[src/llc_pkg.sv]
// ----------------------------------------------------------------------------
// llc_pkg
// Shared constants, operand tables and types for the live-wire link cost block.
// ----------------------------------------------------------------------------
package llc_pkg;

    localparam int unsigned NBR        = 8;
    localparam int unsigned PIX_W      = 24;
    localparam int unsigned COST_W     = 16;
    localparam int unsigned CFG_W      = 16;
    localparam int unsigned DQ_W       = 24;
    localparam int unsigned SUM_W      = 50;
    localparam int unsigned ISQ_STEPS  = SUM_W / 2;
    localparam int unsigned ROOT_W     = ISQ_STEPS;
    localparam int unsigned TAB_AW     = 12;
    localparam int unsigned TAB_DEPTH  = 1 << TAB_AW;
    localparam int unsigned LAT        = 8 + ISQ_STEPS;
    localparam int unsigned IN_W       = NBR * PIX_W + NBR;
    localparam int unsigned OUT_W      = NBR * COST_W;

    localparam logic [23:0] FULL_Q8    = 24'd65280;
    localparam logic [24:0] HALF_Q8    = 25'd32640;
    localparam logic [15:0] INV_SQRT2  = 16'd46341;
    localparam logic [31:0] EXP_STEP   = 32'd4278222805;
    localparam logic [25:0] RECIP3     = 26'd44739243;
    localparam int unsigned RECIP3_SH  = 27;

    localparam logic [2:0] OPND [0:7][0:3] = '{
        '{3'd2, 3'd1, 3'd6, 3'd7}, '{3'd2, 3'd0, 3'd0, 3'd0},
        '{3'd3, 3'd4, 3'd1, 3'd0}, '{3'd2, 3'd4, 3'd0, 3'd0},
        '{3'd3, 3'd2, 3'd5, 3'd6}, '{3'd6, 3'd4, 3'd0, 3'd0},
        '{3'd4, 3'd5, 3'd0, 3'd7}, '{3'd6, 3'd0, 3'd0, 3'd0}
    };

    localparam logic [7:0] NEED_MASK [0:7] = '{
        8'hC7, 8'h07, 8'h1F, 8'h1C, 8'h7C, 8'h70, 8'hF1, 8'hC1
    };

    typedef struct packed {
        logic              en;
        logic [TAB_AW-1:0] addr;
        logic [COST_W-1:0] data;
    } t_fill_wr;

endpackage

[src/llc_exp_fill.sv]
// ----------------------------------------------------------------------------
// llc_exp_fill
// Builds the sigmoid table after reset: exp steps by repeated Q32 multiply,
// one restoring division per entry.
// ----------------------------------------------------------------------------
module llc_exp_fill (
    input  logic              i_clk,
    input  logic              i_rst_n,
    output llc_pkg::t_fill_wr o_wr,
    output logic              o_done
);

    typedef enum logic [1:0] {ST_MUL, ST_DIV, ST_NEXT, ST_DONE} t_state;

    t_state                        r_state;
    logic [31:0]                   r_e;
    logic [llc_pkg::TAB_AW-1:0]    r_idx;
    logic [32:0]                   r_div;
    logic [32:0]                   r_rem;
    logic [15:0]                   r_lo;
    logic [15:0]                   r_q;
    logic [3:0]                    r_cnt;
    llc_pkg::t_fill_wr             r_wr;
    logic                          r_done;

    logic [32:0]                   n_div;
    logic [47:0]                   n_num;
    logic [63:0]                   n_prod;
    logic [33:0]                   n_rem2;
    logic                          n_qbit;

    always_comb begin
        n_div  = {1'b0, 32'h8000_0000} + {1'b0, r_e};
        n_num  = 48'(r_e) * 48'd65280 + 48'(n_div >> 1);
        n_prod = 64'(r_e) * 64'(llc_pkg::EXP_STEP) + 64'h8000_0000;
        n_rem2 = {r_rem, r_lo[15]};
        n_qbit = n_rem2 >= {1'b0, r_div};
    end

    always_ff @(posedge i_clk) begin
        if (!i_rst_n) begin
            r_state <= ST_MUL;
            r_e     <= 32'h8000_0000;
            r_idx   <= '0;
            r_cnt   <= '0;
            r_wr    <= '0;
            r_done  <= 1'b0;
        end else begin
            case (r_state)
                ST_MUL: begin
                    r_div   <= n_div;
                    r_rem   <= {1'b0, n_num[47:16]};
                    r_lo    <= n_num[15:0];
                    r_e     <= n_prod[63:32];
                    r_cnt   <= 4'd15;
                    r_state <= ST_DIV;
                end
                ST_DIV: begin
                    r_rem <= n_qbit ? 33'(n_rem2 - {1'b0, r_div}) : n_rem2[32:0];
                    r_lo  <= {r_lo[14:0], 1'b0};
                    r_q   <= {r_q[14:0], n_qbit};
                    r_cnt <= r_cnt - 4'd1;
                    if (r_cnt == 4'd0) begin
                        r_wr.en   <= 1'b1;
                        r_wr.addr <= r_idx;
                        r_wr.data <= {r_q[14:0], n_qbit};
                        r_state   <= ST_NEXT;
                    end
                end
                ST_NEXT: begin
                    r_wr.en <= 1'b0;
                    if (r_idx == {llc_pkg::TAB_AW{1'b1}}) begin
                        r_done  <= 1'b1;
                        r_state <= ST_DONE;
                    end else begin
                        r_idx   <= r_idx + 1'b1;
                        r_state <= ST_MUL;
                    end
                end
                default: begin
                    r_wr.en <= 1'b0;
                end
            endcase
        end
    end

    assign o_wr   = r_wr;
    assign o_done = r_done;

endmodule

[config.mk]
export PLATFORM = sky130hd
export DESIGN_NAME = llc_exp_fill
export DESIGN_NICKNAME = d
export VERILOG_FILES = /design/src/llc_pkg.sv /design/src/llc_exp_fill.sv
export SDC_FILE = /design/constraint.sdc
export NUM_CORES = 2
export LEC_CHECK = 0
export BUFFER_PORTS_ARGS = -buffer_cell sky130_fd_sc_hd__buf_2
export CAP_MARGIN = 30
export CORE_MARGIN = 4
export CORE_UTILIZATION = 60
export CTS_BUF_LIST = sky130_fd_sc_hd__clkbuf_4 sky130_fd_sc_hd__clkbuf_8 sky130_fd_sc_hd__clkbuf_16
export DETAILED_ROUTE_END_ITERATION = 16
export GPL_ROUTABILITY_DRIVEN = 0
export PLACE_DENSITY = 0.83
export SETUP_SLACK_MARGIN = 0.02
export SYNTH_ARGS = -nofsm -noshare
export SYNTH_HDL_FRONTEND = slang
export SYNTH_SLANG_ARGS = --single-unit
[constraint.sdc]
create_clock -name i_clk -period 8.6 [get_ports i_clk]
set_input_delay 0.86 -clock i_clk [delete_from_list [all_inputs] [get_ports i_clk]]
set_output_delay 0.86 -clock i_clk [all_outputs]
set_load 0.01 [all_outputs]
==> results_dict.tcl <==
set metrics [dict create \
    synth_cell_types 85 \
    r2r_setup_slack_ns 0.42 \
    netlist.area_leader.share_pct 29.2 \
    synthCells 3236 \
    ys_warn_count 0 \
    syn_nets 4162 \
    ys.flop_type "edfxtp_1" \
    synthTopCellsByArea "fa_1, ha_1, inv_1" \
    max_cap_violations 0 \
    end_kind "flip-flop" \
    first_iter_violations 2071 \
    slowest_stage "fa_1" \
    final_antenna_net_count 0 \
    timing.fmax_ghz 0.122 \
    outcome "finished clean" \
    clkTransAtPathRegs_ns 0.08 \
    post_dp_cell_area_sq_um 31600 \
    cp.arrival_ns 8.39 \
    r2r_cells 30 \
    grt_usage_pct 30.4 \
    tns_ns 0 \
    grt_pass1_vias 24000 \
    grt_max_degree 87 \
    cp-start-kind "flip-flop" \
    cts_setup_buffers 0 \
    nets 4204 \
    worstSkewPairLatency_ns 0.48 \
    rsz0062_at_grt "no" \
    avgSynthCellArea_sq_um 9.42 \
    wl_met2_mm 36.8 \
    port_buffers 31 \
    whs_endpoint "r_q[5]" \
    htreeDepth 4 \
    r2r-end "r_rem[22]" \
    finalCritPeriodShare_pct 95.1 \
    top_layer "met5" \
    core_area_sq_um 50200 \
    synth_most_common_cell "inv_1" \
    clockBufferDepth 2 \
    drc 0 \
    cts-resized-gates 0 \
    routed_wl_mm 80.1 \
    cts_buffers 17 \
    worst_pin_slew_ns 1.00 \
    hold_class "flip-flop to flip-flop" \
    synth_seq_cells 177 \
    finalClockSkew_ns 0.0220 \
    ys_seq_area_share_pct 14.8 \
    cp_max_fo 6 \
    drive_above_1_share_pct 4.38 \
    routed_via_density 5.78 \
    finalCriticalPeriod_ns 8.18 \
    start_util_pct 60.8 \
    area_delta_synth_final_pct 5.87 \
    dr.pass1.iters 6 \
    die_area_sq_um 54500 \
    die_x_microns 233 \
    slew_violations 0 \
    m1WireLength_mm 31.1 \
    async_reset_ff_share_pct 0 \
    r2r-start "r_e[1]" \
    hold_depth 0 \
    final-setup-viol-count 0 \
    syn_area_sq_um 30500 \
    grt_pass1_wl_mm 128 \
    relSlewSlack_pct 33.2 \
    cts_tree "built" \
    antenna_found_initial 3 \
    hold_buffers 0 \
    synthTopCellsByCount "inv_1, ha_1, fa_1" \
    yosys.area.top_type "fa_1" \
    die-height_microns 233 \
    io_pins 32 \
    dr_wl_met3_mm 8.16 \
    cpPeakStageDelay_ns 0.73 \
    num_antenna_cells 0 \
    design_area_sq_um 32300 \
    ctsRootBufferMaster "clkbuf_16" \
    fp-row-count 82 \
    dpl.hpwl_mm 66.3 \
    synth_edf_count 97 \
    overflow 0 \
    critPathRequiredTime_ns 8.81 \
    crit_type "flip-flop to flip-flop" \
    clock_sinks 177 \
    vias 22900 \
    hold_viol_final 0 \
    wl_per_cell_microns 20.2 \
    min_from "r_q[4]" \
]
## cell type report
type | count | area, sq um
clock inverters | 13 | 174
flip-flops and latches | 177 | 4510
inverters | 881 | 3310
multi-input cells | 2126 | 22500
fillers | 3853 | 17900
well taps | 672 | 841
clock buffers | 19 | 458
repair buffers | 75 | 505
## kinds of logic after synthesis
family | count (synthesis) | synth area share (%)
buffers and inverters | 933 | 11.5
adders and majority gates | 924 | 48.9
AOI/OAI and AO/OA | 529 | 11.4
and+or+nand+nor | 484 | 7.81
DFF | 177 | 14.8
xor gates and xnor gates | 155 | 4.45
muxes | 34 | 1.13
## placed cells by master (no fill, tap or decap), types with 31 or more instances in the layout
master    netlist  routed
dfxtp_1        80      80
nor2_1         78      78
mux2i_1        31      31
xnor2_1       103     103
edfxtp_1       97      97
a21boi_0       35      35
a21oi_1       140     140
buf_4           0      43
inv_1         881     881
nand2_1       177     176
nand3_1        44      44
buf_2           2      31
xor2_1         52      52
ha_1          480     478
fa_1          444     444
a21o_1         57      57
o21ai_0       108     108
## flip-flops by register name, indices dropped and copies added (netlist names)
signal and flops:
r_idx 12, r_div 33, r_cnt 4, r_rem 33
r_e 32, o_done 1, r_q 15, o_wr 29
r_lo 16, r_state 2
## routing by layer
metal / global-route usage [%] / vias to the layer above
met5: 0 / -
met4: 13.4 / 4
met3: 8.16 / 277
met2: 48.6 / 1077
met1: 39.2 / 11100
li1: - / 10500
## worst max-delay path by stage
| stage | startpoint | end | slack, ns | cells past startpoint |
|---|---|---|---|---|
| after floorplan | r_e[14] | r_e[28] | 0.75 | 28 |
| after global placement | r_e[1] | r_rem[22] | 0.69 | 30 |
| after detailed placement | r_e[16] | r_e[27] | 0.54 | 30 |
| after CTS | r_e[1] | r_rem[26] | 0.53 | 30 |
| after global routing | r_e[1] | r_rem[22] | 0.04 | 30 |
| final | r_e[1] | r_rem[22] | 0.42 | 30 |
## metrics by stage
step | hold WS, ns | setup slack [ns] | util [%] | cells
global route | 0.468 | 0.0357 | 64.3 | 3963
CTS | 0.454 | 0.525 | 64.3 | 3963
finish | 0.453 | 0.423 | 64.3 | 3963
detailed placement | 0.434 | 0.541 | 63.1 | 3931
global placement | 0.429 | 0.694 | 63.0 | 3930
floorplan | 0.426 | 0.749 | - | 3236
## worst max-delay path: cells and delay by family (launching register included)
kind,cells,cell delay (ns)
XOR/XNOR,2,0.33
buffers and inverters,7,0.97
AO/OA/AOI/OAI,7,1.83
adder cells (fa/ha/maj),6,2.99
flip-flops,1,0.37
AND/OR/NAND/NOR,8,1.40
Power is not shown: default switching activity piles up to over one toggle a cycle in this logic, so the estimate is an artifact.
